===== src/hw/rtl/pfp_pkg.sv =====
package pfp_pkg;

  localparam int CAPTURE_LIMIT_DEF = 10;
  localparam int QUEUE_DEPTH_DEF   = 2;

  localparam int FRAME_KEEP = 8;
  localparam int KEEP_AW    = 3;
  localparam int CHECK_SPAN = 7;

  localparam logic [7:0] POSITION_CMD = 8'h01;

  localparam logic [7:0] HEADER_RESET  = 8'h7A;
  localparam logic [7:0] MOTOR_A_RESET = 8'h01;
  localparam logic [7:0] MOTOR_B_RESET = 8'h02;

  localparam logic REQ_BYTE = 1'b0;
  localparam logic REQ_IDLE = 1'b1;

  typedef enum logic [1:0] {
    REG_HEADER  = 2'd0,
    REG_MOTOR_A = 2'd1,
    REG_MOTOR_B = 2'd2
  } reg_index_t;

  typedef enum logic [1:0] {
    MATCH_NONE = 2'd0,
    MATCH_A    = 2'd1,
    MATCH_B    = 2'd2
  } match_t;

  typedef struct packed {
    logic        ok;
    logic        pos;
    logic [7:0]  sender;
    logic [31:0] position;
    match_t      matched;
  } frame_rec_t;

endpackage


===== src/hw/rtl/position_feedback_frame_parser_unit.sv =====
// Position feedback frame parser.
// Input channel (in_valid/in_ready): req_type 0 carries one received byte in
// rx_byte, req_type 1 marks line idle and ends the frame. Bytes fill an
// eight-byte buffer by running index up to CAPTURE_LIMIT; later bytes drop.
// Each idle item yields exactly one result on the output channel
// (out_valid/out_ready): header and XOR check verdict, sender id, position,
// which motor was updated and both stored motor positions. Byte items give
// no result. Config channel (cfg_valid/cfg_ready, cfg_index, cfg_data) sets
// header byte and the two motor ids; write it only while the block is idle.
// Throughput: one item per cycle while in_ready is high, bytes and idle
// events alike. An accepted idle item is written to the front-to-back
// queue and then moved to the output register, which raises out_valid.
// A stalled receiver holds the output register; the queue of QUEUE_DEPTH
// results then fills and in_ready drops, while bytes keep flowing until it
// is full. Reset clears buffer, index and both positions and restores the
// register defaults; output and queue come up empty.
module position_feedback_frame_parser_unit #(
  parameter int CAPTURE_LIMIT = pfp_pkg::CAPTURE_LIMIT_DEF,
  parameter int QUEUE_DEPTH   = pfp_pkg::QUEUE_DEPTH_DEF
) (
  input  logic               clk,
  input  logic               rst,
  input  logic               in_valid,
  output logic               in_ready,
  input  logic               req_type,
  input  logic [7:0]         rx_byte,
  input  logic               cfg_valid,
  output logic               cfg_ready,
  input  logic [1:0]         cfg_index,
  input  logic [7:0]         cfg_data,
  output logic               out_valid,
  input  logic               out_ready,
  output logic               frame_ok,
  output logic               is_position,
  output logic [7:0]         sender_id,
  output logic signed [31:0] frame_position,
  output logic [1:0]         matched_motor,
  output logic signed [31:0] motor_a_position,
  output logic signed [31:0] motor_b_position
);
  import pfp_pkg::*;

  frame_rec_t push_rec;
  frame_rec_t pop_rec;
  logic       push;
  logic       q_full;
  logic       pop;
  logic       pop_valid;

  pfp_front #(
    .CAPTURE_LIMIT(CAPTURE_LIMIT)
  ) u_front (
    .clk      (clk),
    .rst      (rst),
    .in_valid (in_valid),
    .in_ready (in_ready),
    .req_type (req_type),
    .rx_byte  (rx_byte),
    .cfg_valid(cfg_valid),
    .cfg_ready(cfg_ready),
    .cfg_index(cfg_index),
    .cfg_data (cfg_data),
    .q_full   (q_full),
    .push     (push),
    .push_rec (push_rec)
  );

  pfp_queue #(
    .DEPTH(QUEUE_DEPTH)
  ) u_queue (
    .clk      (clk),
    .rst      (rst),
    .push     (push),
    .push_rec (push_rec),
    .full     (q_full),
    .pop      (pop),
    .pop_valid(pop_valid),
    .pop_rec  (pop_rec)
  );

  pfp_back u_back (
    .clk             (clk),
    .rst             (rst),
    .q_valid         (pop_valid),
    .q_rec           (pop_rec),
    .pop             (pop),
    .out_valid       (out_valid),
    .out_ready       (out_ready),
    .frame_ok        (frame_ok),
    .is_position     (is_position),
    .sender_id       (sender_id),
    .frame_position  (frame_position),
    .matched_motor   (matched_motor),
    .motor_a_position(motor_a_position),
    .motor_b_position(motor_b_position)
  );

endmodule


===== src/hw/rtl/pfp_front.sv =====
module pfp_front #(
  parameter int CAPTURE_LIMIT = pfp_pkg::CAPTURE_LIMIT_DEF
) (
  input  logic               clk,
  input  logic               rst,
  input  logic               in_valid,
  output logic               in_ready,
  input  logic               req_type,
  input  logic [7:0]         rx_byte,
  input  logic               cfg_valid,
  output logic               cfg_ready,
  input  logic [1:0]         cfg_index,
  input  logic [7:0]         cfg_data,
  input  logic               q_full,
  output logic               push,
  output pfp_pkg::frame_rec_t push_rec
);
  import pfp_pkg::*;

  localparam int IW = $clog2(CAPTURE_LIMIT + 1);

  logic [7:0]    frame_bytes [FRAME_KEEP];
  logic [IW-1:0] byte_index;
  logic [7:0]    header_byte;
  logic [7:0]    motor_a_id;
  logic [7:0]    motor_b_id;

  logic       accept;
  logic [7:0] check;
  logic       ok;
  logic       pos;

  assign in_ready  = !q_full;
  assign cfg_ready = 1'b1;
  assign accept    = in_valid && in_ready;
  assign push      = accept && (req_type == REQ_IDLE);

  always_ff @(posedge clk) begin
    if (rst) begin
      byte_index  <= '0;
      header_byte <= HEADER_RESET;
      motor_a_id  <= MOTOR_A_RESET;
      motor_b_id  <= MOTOR_B_RESET;
      for (int i = 0; i < FRAME_KEEP; i++) begin
        frame_bytes[i] <= 8'h00;
      end
    end else begin
      if (cfg_valid && cfg_ready) begin
        unique case (cfg_index)
          REG_HEADER:  header_byte <= cfg_data;
          REG_MOTOR_A: motor_a_id  <= cfg_data;
          REG_MOTOR_B: motor_b_id  <= cfg_data;
          default: ;
        endcase
      end
      if (accept) begin
        if (req_type == REQ_IDLE) begin
          byte_index <= '0;
        end else if (byte_index < IW'(CAPTURE_LIMIT)) begin
          if (byte_index < IW'(FRAME_KEEP)) begin
            frame_bytes[byte_index[KEEP_AW-1:0]] <= rx_byte;
          end
          byte_index <= byte_index + 1'b1;
        end
      end
    end
  end

  always_comb begin
    check = 8'h00;
    for (int k = 0; k < CHECK_SPAN; k++) begin
      check = check ^ frame_bytes[k];
    end
  end

  assign ok  = (frame_bytes[0] == header_byte) && (frame_bytes[CHECK_SPAN] == check);
  assign pos = ok && (frame_bytes[2] == POSITION_CMD);

  always_comb begin
    push_rec.ok       = ok;
    push_rec.pos      = pos;
    push_rec.sender   = frame_bytes[1];
    push_rec.position = pos ? {frame_bytes[3], frame_bytes[4], frame_bytes[5], frame_bytes[6]}
                            : 32'h0;
    push_rec.matched  = MATCH_NONE;
    if (pos) begin
      if (frame_bytes[1] == motor_a_id) begin
        push_rec.matched = MATCH_A;
      end else if (frame_bytes[1] == motor_b_id) begin
        push_rec.matched = MATCH_B;
      end
    end
  end

endmodule


===== src/hw/rtl/pfp_queue.sv =====
module pfp_queue #(
  parameter int DEPTH = pfp_pkg::QUEUE_DEPTH_DEF
) (
  input  logic                clk,
  input  logic                rst,
  input  logic                push,
  input  pfp_pkg::frame_rec_t push_rec,
  output logic                full,
  input  logic                pop,
  output logic                pop_valid,
  output pfp_pkg::frame_rec_t pop_rec
);
  import pfp_pkg::*;

  localparam int AW = (DEPTH > 1) ? $clog2(DEPTH) : 1;
  localparam int CW = $clog2(DEPTH + 1);

  frame_rec_t    slots [DEPTH];
  logic [AW-1:0] wr_ptr;
  logic [AW-1:0] rd_ptr;
  logic [CW-1:0] count;
  logic          do_push;
  logic          do_pop;

  assign full      = (count == CW'(DEPTH));
  assign pop_valid = (count != '0);
  assign pop_rec   = slots[rd_ptr];
  assign do_push   = push && !full;
  assign do_pop    = pop && pop_valid;

  always_ff @(posedge clk) begin
    if (do_push) begin
      slots[wr_ptr] <= push_rec;
    end
  end

  always_ff @(posedge clk) begin
    if (rst) begin
      wr_ptr <= '0;
      rd_ptr <= '0;
      count  <= '0;
    end else begin
      if (do_push) begin
        wr_ptr <= (wr_ptr == AW'(DEPTH - 1)) ? '0 : wr_ptr + 1'b1;
      end
      if (do_pop) begin
        rd_ptr <= (rd_ptr == AW'(DEPTH - 1)) ? '0 : rd_ptr + 1'b1;
      end
      if (do_push && !do_pop) begin
        count <= count + 1'b1;
      end else if (do_pop && !do_push) begin
        count <= count - 1'b1;
      end
    end
  end

endmodule


===== src/hw/rtl/pfp_back.sv =====
module pfp_back (
  input  logic                clk,
  input  logic                rst,
  input  logic                q_valid,
  input  pfp_pkg::frame_rec_t q_rec,
  output logic                pop,
  output logic                out_valid,
  input  logic                out_ready,
  output logic                frame_ok,
  output logic                is_position,
  output logic [7:0]          sender_id,
  output logic signed [31:0]  frame_position,
  output logic [1:0]          matched_motor,
  output logic signed [31:0]  motor_a_position,
  output logic signed [31:0]  motor_b_position
);
  import pfp_pkg::*;

  logic [31:0] position_a;
  logic [31:0] position_b;
  frame_rec_t  result;

  assign pop = q_valid && (!out_valid || out_ready);

  always_ff @(posedge clk) begin
    if (rst) begin
      out_valid  <= 1'b0;
      position_a <= 32'h0;
      position_b <= 32'h0;
    end else begin
      if (pop) begin
        out_valid <= 1'b1;
        if (q_rec.matched == MATCH_A) begin
          position_a <= q_rec.position;
        end
        if (q_rec.matched == MATCH_B) begin
          position_b <= q_rec.position;
        end
      end else if (out_ready) begin
        out_valid <= 1'b0;
      end
    end
  end

  always_ff @(posedge clk) begin
    if (pop) begin
      result <= q_rec;
    end
  end

  assign frame_ok         = result.ok;
  assign is_position      = result.pos;
  assign sender_id        = result.sender;
  assign frame_position   = $signed(result.position);
  assign matched_motor    = result.matched;
  assign motor_a_position = $signed(position_a);
  assign motor_b_position = $signed(position_b);

endmodule


===== config.mk =====
export PLATFORM = sky130hd
export DESIGN_NAME = position_feedback_frame_parser_unit
export DESIGN_NICKNAME = d
export VERILOG_FILES = /design/src/hw/rtl/pfp_pkg.sv /design/src/hw/rtl/position_feedback_frame_parser_unit.sv /design/src/hw/rtl/pfp_front.sv /design/src/hw/rtl/pfp_queue.sv /design/src/hw/rtl/pfp_back.sv
export SDC_FILE = /design/constraint.sdc
export NUM_CORES = 1
export LEC_CHECK = 0
export ABC_AREA = 1
export BUFFER_PORTS_ARGS = -buffer_cell sky130_fd_sc_hd__buf_4
export CORE_UTILIZATION = 52
export DETAILED_ROUTE_END_ITERATION = 16
export GPL_ROUTABILITY_DRIVEN = 0
export PLACE_DENSITY_LB_ADDON = 0.25
export SYNTH_ARGS = -nofsm -noshare
export SYNTH_HDL_FRONTEND = slang
export SYNTH_SLANG_ARGS = --single-unit

===== constraint.sdc =====
create_clock -name clk -period 4.2 [get_ports clk]
set_input_delay 0.84 -clock clk [delete_from_list [all_inputs] [get_ports clk]]
set_output_delay 0.84 -clock clk [all_outputs]
set_load 0.02 [all_outputs]

==> impl_metrics.ini, run 1 <==
[synthesis]
ys_types = 36
syn-cell-area_um2 = 11800
ys_seq_area_frac = 0.663
synth_compound_area_frac = 0.0561
synth_warnings = 0
synth_xor_area_frac = 0.0237
ys_top_cells_by_area = edfxtp_1 (50%), dfxtp_1 (17%), nor2_1 (7.0%)
ys_ff_latch = 294
ys.flop_type = edfxtp_1
postSynthNetCount = 1155
async_flop_share = 0
synth_top_family_by_area = simple AND/OR/NAND/NOR gates
synth_area_per_cell_um2 = 10.5
yosys.area_share.simple = 0.157
synthMuxAreaShare = 0.0408
synthCells = 1129
synth_top_area_cell = edfxtp_1
synth_edf_count = 196
synth_top_area_frac = 0.497
synth_fa_ha_area_frac = 0.00211

[detailed_routing]
vias_per_cell = 5.05
drt-initial-drc-count = 474
routed_wl_mm = 24.4
ant_nets = 0
drtPass1Iterations = 4
drcViolationCount = 0
wire_per_inst_um = 15.5
num_vias = 7951

[finish]
finish.utilization = 0.643
final_cells = 1573
layout-drive-gt1-share = 0.196
layout.nets = 1295
fillers = 1733
area_delta_synth_final_pct = 19.9
antennaDiodeCount = 0

[global_route]
overflow = 0
grtUsageTotal = 0.210
grt_max_degree = 101
grt_pass1_vias = 7560
antenna_found_initial = 0
grt_pass1_wl_mm = 38.8

[timing]
drv_slew = 0
post-route-period-util = 0.594
max_slew_margin = 0.284
final-setup-viol-count = 0
grt_setup_unrepaired = false
worst_pin_slew_ns = 1.07
layout_min_cycle_time_ns = 2.49
max_freq_mhz = 401
skew_ns = 0.0106
hold_viol = 0
fin_setup_tns_ns = 0
setup_ws_ns = 1.71

[pwr]
p_leak_nw = 5.90
p_per_area_nw_per_um2 = 612
vdd_drop_max_v = 0.000604

[placement]
dp_hpwl_mm = 16.2
dp_cells = 1517
io_buffers = 133
pre_cts_ws_ns = 1.45

[floorplan]
core_area_um2 = 22100
rows = 54
fp.dieH_um = 153
dieArea_um2 = 23400
start_util = 0.536
dieWidth_um = 153
io_pins = 135

[clock_network]
root_buffer = clkbuf_16
clk-insertion-delay-late_ns = 0.54
cts_made_buffers = 30
postCtsSetupRepairBufs = 0
cts_tree = built
clock-sinks = 294
cts_max_level = 1
clk_transition_reported_paths_ns = 0.07
cts_buffer_depth = 3
cts_resized = 0
cts_hold_buf = 0

[setup_path]
startpoint_type = flop
worstRegToRegCells = 11
r2r-end = u_queue.slots[0][22]$_DFFE_PP_
worstPathRequired_ns = 4.55
startpoint = u_front.frame_bytes[1][4]$_SDFFCE_PN0P_
cpPeakStageDelay_ns = 0.52
critPathMaxFanout = 35
crit_slowest_cell = edfxtp_1
cp_common_cell = nand2_1
cp-end-kind = flop
path_class = reg -> reg
timing.critical_path.to = u_queue.slots[0][22]$_DFFE_PP_
worst_ep_arrival_time_ns = 2.85
path_cells = xnor2_1 -> inv_1 -> nand2_1 -> nand2_1 -> nand2_1 -> nand2_1 -> nand2_1 -> nand2_1 -> nor2_1 -> nand3_4 -> nor2_1
r2r_slack_ns = 1.71
r2r_start = u_front.frame_bytes[1][4]$_SDFFCE_PN0P_

[outcome]
outcome = finished, final reports clean

[min_path]
hold_path_class = reg -> reg

[job]
cap_violations = 0
==> power by group <==
part | switching, mW | internal, mW | total [mW] | leakage [nW]
clock network | 1.07 | 1.72 | 2.79 | 0.529
registers | 0.209 | 3.64 | 3.84 | 2.73
logic | 1.27 | 0.788 | 2.06 | 2.65
==> synth_stat cells, types with 2 or more instances <==
cell type	number
a21oi_1	38
inv_1	140
clkbuf_1	22
nand3_1	23
buf_2	3
mux2_2	42
nand4_1	9
nor4_1	3
dfxtp_1	98
nand2_1	170
edfxtp_1	196
nor2_1	220
nor3_1	3
buf_1	4
nor2_2	10
xnor2_1	23
o21ai_0	87
or2_1	3
buf_6	3
or2_2	2
nand3b_1	6
xor2_1	9
ha_1	2
==> logic make-up after synthesis <==
kind of cell | after synthesis
compound gates | 130
xor+xnor | 32
fa+ha+maj | 2
buf+inv | 173
flops | 294
mux | 43
other cells | 1
simple gates | 454
==> worst max-delay path, delay by kind of cell, from the launching register on <==
kind / cells / cell delay, ns
xor+xnor: 1 / 0.31
buf+inv: 1 / 0.09
flops: 1 / 0.52
simple gates: 9 / 1.37
==> area by class of cell <==
| cell class | instances | area, um2 | area share |
|---|---|---|---|
| clock buffer | 44 | 928 | 0.0654 |
| inverter | 140 | 526 | 0.0370 |
| clock inverter | 12 | 145 | 0.0102 |
| sequential | 294 | 7850 | 0.553 |
| tap | 280 | 350 | 0.0247 |
| multi-input combinational | 662 | 3340 | 0.235 |
| timing repair buffer | 141 | 1060 | 0.0746 |
==> layout by cell type, fill, tap and decap left out, types with 9 or more instances in the layout <==
cell       synthesis  layout
nor2_1           220     218
dfxtp_1           98      97
edfxtp_1         196     196
xor2_1             9       9
nand3_1           23      22
inv_1            140     139
buf_4              1     141
o21ai_0           87      87
a21oi_1           38      38
xnor2_1           23      23
nand2_1          170     170
clkbuf_16          0      34
nand4_1            9       9
nor2_2            10      10
mux2_2            42      42
==> through the flow <==
stage,hold WS (ns),power (mW),instance area (um2)
floorplan,0.426,5.14,11800
global placement,0.426,5.94,13100
detailed placement,0.439,5.99,13100
CTS,0.450,8.76,14200
global route,0.465,9.08,14200
finish,0.449,8.69,14200
==> registers in the layout, summed over array words and instances, names as in the netlist, 2 cells and up, named ones only <==
| register | flops |
|---|---|
| u_front.frame_bytes | 64 |
| u_back.motor_b_position | 32 |
| u_back.motor_a_position | 32 |
| u_front.header_byte | 8 |
| u_front.byte_index | 4 |
| u_back.frame_position | 32 |
| u_queue.count | 2 |
| u_back.sender_id | 8 |
| u_back.matched_motor | 2 |
| u_front.motor_a_id | 8 |
| u_queue.slots | 88 |
| u_front.motor_b_id | 8 |
==> routing by layer <==
metal | global-route usage | vias up | routed length (um)
met5 | 0 | - | 0
met4 | 0.0539 | 0 | 348
met3 | 0.0318 | 31 | 1430
met2 | 0.352 | 240 | 11600
met1 | 0.288 | 3701 | 11000
li1 | - | 3979 | -
==> worst min path at each step <==
stage               cells past startpoint                                  endpoint                                startpoint  slack [ns]
floorplan                               1                                      flop               u_queue.rd_ptr$_SDFFE_PP0P_        0.43
global placement                        1                                      flop               u_queue.rd_ptr$_SDFFE_PP0P_        0.43
detailed placement                      2   u_back.motor_a_position[8]$_SDFFE_PP0P_   u_back.motor_a_position[8]$_SDFFE_PP0P_        0.44
CTS                                     2  u_back.motor_a_position[11]$_SDFFE_PP0P_  u_back.motor_a_position[11]$_SDFFE_PP0P_        0.45
global route                            1                                      flop               u_queue.rd_ptr$_SDFFE_PP0P_        0.46
finish                                  2  u_back.motor_a_position[29]$_SDFFE_PP0P_  u_back.motor_a_position[29]$_SDFFE_PP0P_        0.45
Note: power is estimated with default switching activity, not from simulation.
==> run 2: changes to the inputs <==
clock period = 2.1 ns   (was 4.2 ns; I/O delays follow)
==> impl_metrics.ini, run 2 (synthesis results as in run 1) <==
[outcome]
outcome = finished with violations
violations = setup timing

[detailed_routing]
drtPass1Iterations = 5
routed_wl_mm = 25.3
drt-initial-drc-count = 568
ant_nets = 0
num_vias = 8211
drcViolationCount = 0
vias_per_cell = 5.07
wire_per_inst_um = 15.6

[global_route]
overflow = 0
antenna_found_initial = 0
grt_pass1_vias = 7643
grtUsageTotal = 0.217
grt_max_degree = 101
grt_pass1_wl_mm = 40.0

[finish]
layout-drive-gt1-share = 0.249
fillers = 1668
finish.utilization = 0.665
top_register = u_queue.slots
antennaDiodeCount = 0
seqCellArea_um2 = 7850
final_cells = 1619
largest_reg_flops = 88
area_delta_synth_final_pct = 24.0
largestRegisters = u_queue.slots: 88 flops, u_front.frame_bytes: 64 flops
multi_input_area_um2 = 3450
mostFrequentLayoutCells = nor2_1 (203), edfxtp_1 (196), buf_4 (181), nand2_1 (161), inv_1 (131)
layout.nets = 1343
final_common_cell = nor2_1

[setup_path]
cpPeakStageDelay_ns = 0.47
cp_common_cell = nand2_1
critPathMaxFanout = 8
path_cells = inv_1 -> nand2_1 -> nand2_2 -> inv_2 -> nand2_2 -> nand2_1 -> nand2_1 -> nand2_1 -> nand2_1 -> nand2_1 -> nor2_1 -> nand2_1 -> nor2_4 -> nand3_4 -> clkbuf_16 -> nor2_1
startpoint_type = flop
critPathTopFamily = simple AND/OR/NAND/NOR gates
crit_slowest_cell = edfxtp_1
cp-end-kind = flop
worstPathRequired_ns = 2.48
critPathBufInv = 3
worst_ep_arrival_time_ns = 2.51
path_class = reg -> reg

[clock_network]
clock-sinks = 294
cts_max_level = 1
root_buffer = clkbuf_16
cts_buffer_depth = 3
clk_transition_reported_paths_ns = 0.06
cts_made_buffers = 29
cts_tree = built
clk-insertion-delay-late_ns = 0.53

[floorplan]
start_util = 0.536
rows = 54
core_area_um2 = 22100
dieArea_um2 = 23400
fp.dieH_um = 153
io_pins = 135
dieWidth_um = 153

[timing]
post-route-period-util = 1.01
layout_min_cycle_time_ns = 2.13
grt_setup_unrepaired = true
hold_viol = 0
max_slew_margin = 0.613
skew_ns = 0.00729
worst_pin_slew_ns = 0.581
final-setup-viol-count = 14
setup_ws_ns = -0.0296
drv_slew = 0
max_freq_mhz = 470
fin_hold_ws_ns = 0.0870

[placement]
dp_cells = 1554
pre_cts_ws_ns = -0.00366
io_buffers = 133
dp_hpwl_mm = 17.0

[pwr]
p_per_area_nw_per_um2 = 1170
p_leak_nw = 6.12
vdd_drop_max_v = 0.000610
power.total_mw = 17.2

[job]
cap_violations = 0

[min_path]
hold_path_class = in -> reg
## run 2: final timing paths
kind,start,endpoint,slack [ns],cells past startpoint
setup / recovery,u_front.frame_bytes[0][5]$_SDFFCE_PN0P_,u_queue.slots[0][29]$_DFFE_PP_,-0.03,16
hold / removal,rst,u_back.out_valid$_SDFFE_PP0P_,0.09,2
setup reg to reg,u_front.frame_bytes[0][5]$_SDFFCE_PN0P_,u_queue.slots[0][29]$_DFFE_PP_,-0.03,16
hold reg to reg,u_back.motor_a_position[16]$_SDFFE_PP0P_,u_back.motor_a_position[16]$_SDFFE_PP0P_,0.44,2
## run 2: worst reg2reg max path: stages, from the launching register on
cell	delay, ns
edfxtp_1	0.47
inv_1	0.09
nand2_1	0.06
nand2_2	0.09
inv_2	0.04
nand2_2	0.05
nand2_1	0.05
nand2_1	0.07
nand2_1	0.06
nand2_1	0.08
nand2_1	0.06
nor2_1	0.09
nand2_1	0.10
nor2_4	0.15
nand3_4	0.16
clkbuf_16	0.22
nor2_1	0.12
## run 2: power by group
part / internal (mW) / switching (mW) / total [mW]
sequential: 7.27 / 0.395 / 7.66
combinational: 1.71 / 2.66 / 4.36
clock: 3.14 / 2.07 / 5.21
## run 2: through the flow
stage	TNS, ns	instance area, um2
floorplan	-33.88	11900
global placement	0	13500
detailed placement	-0.0110	13500
CTS	0	14500
global route	-7.27	14700
finish	-0.176	14700
## run 2: cell type report
cell class / count / area share
clock buffers: 43 / 0.0600
clock inverters: 10 / 0.00690
inverters: 140 / 0.0358
multi-input cells: 663 / 0.235
flip-flops and latches: 294 / 0.535
well taps: 280 / 0.0239
repair buffers: 189 / 0.104
## run 2: what timing repair did
action | 4_1_cts | 5_1_grt
hold buffers | 0 | 0
resized for setup | 3 | 33
setup buffers | 5 | 5
gates cloned | 1 | 1
setup endpoints to repair | 26 | 70
pin swaps | 1 | 3
## run 2: layer usage
layer	part of all wire	vias up	track usage
met2	0.48	257	0.364
met3	0.060	27	0.0289
met4	0.015	0	0.0515
met1	0.45	3848	0.302
met5	0	-	0
li1	-	4079	-
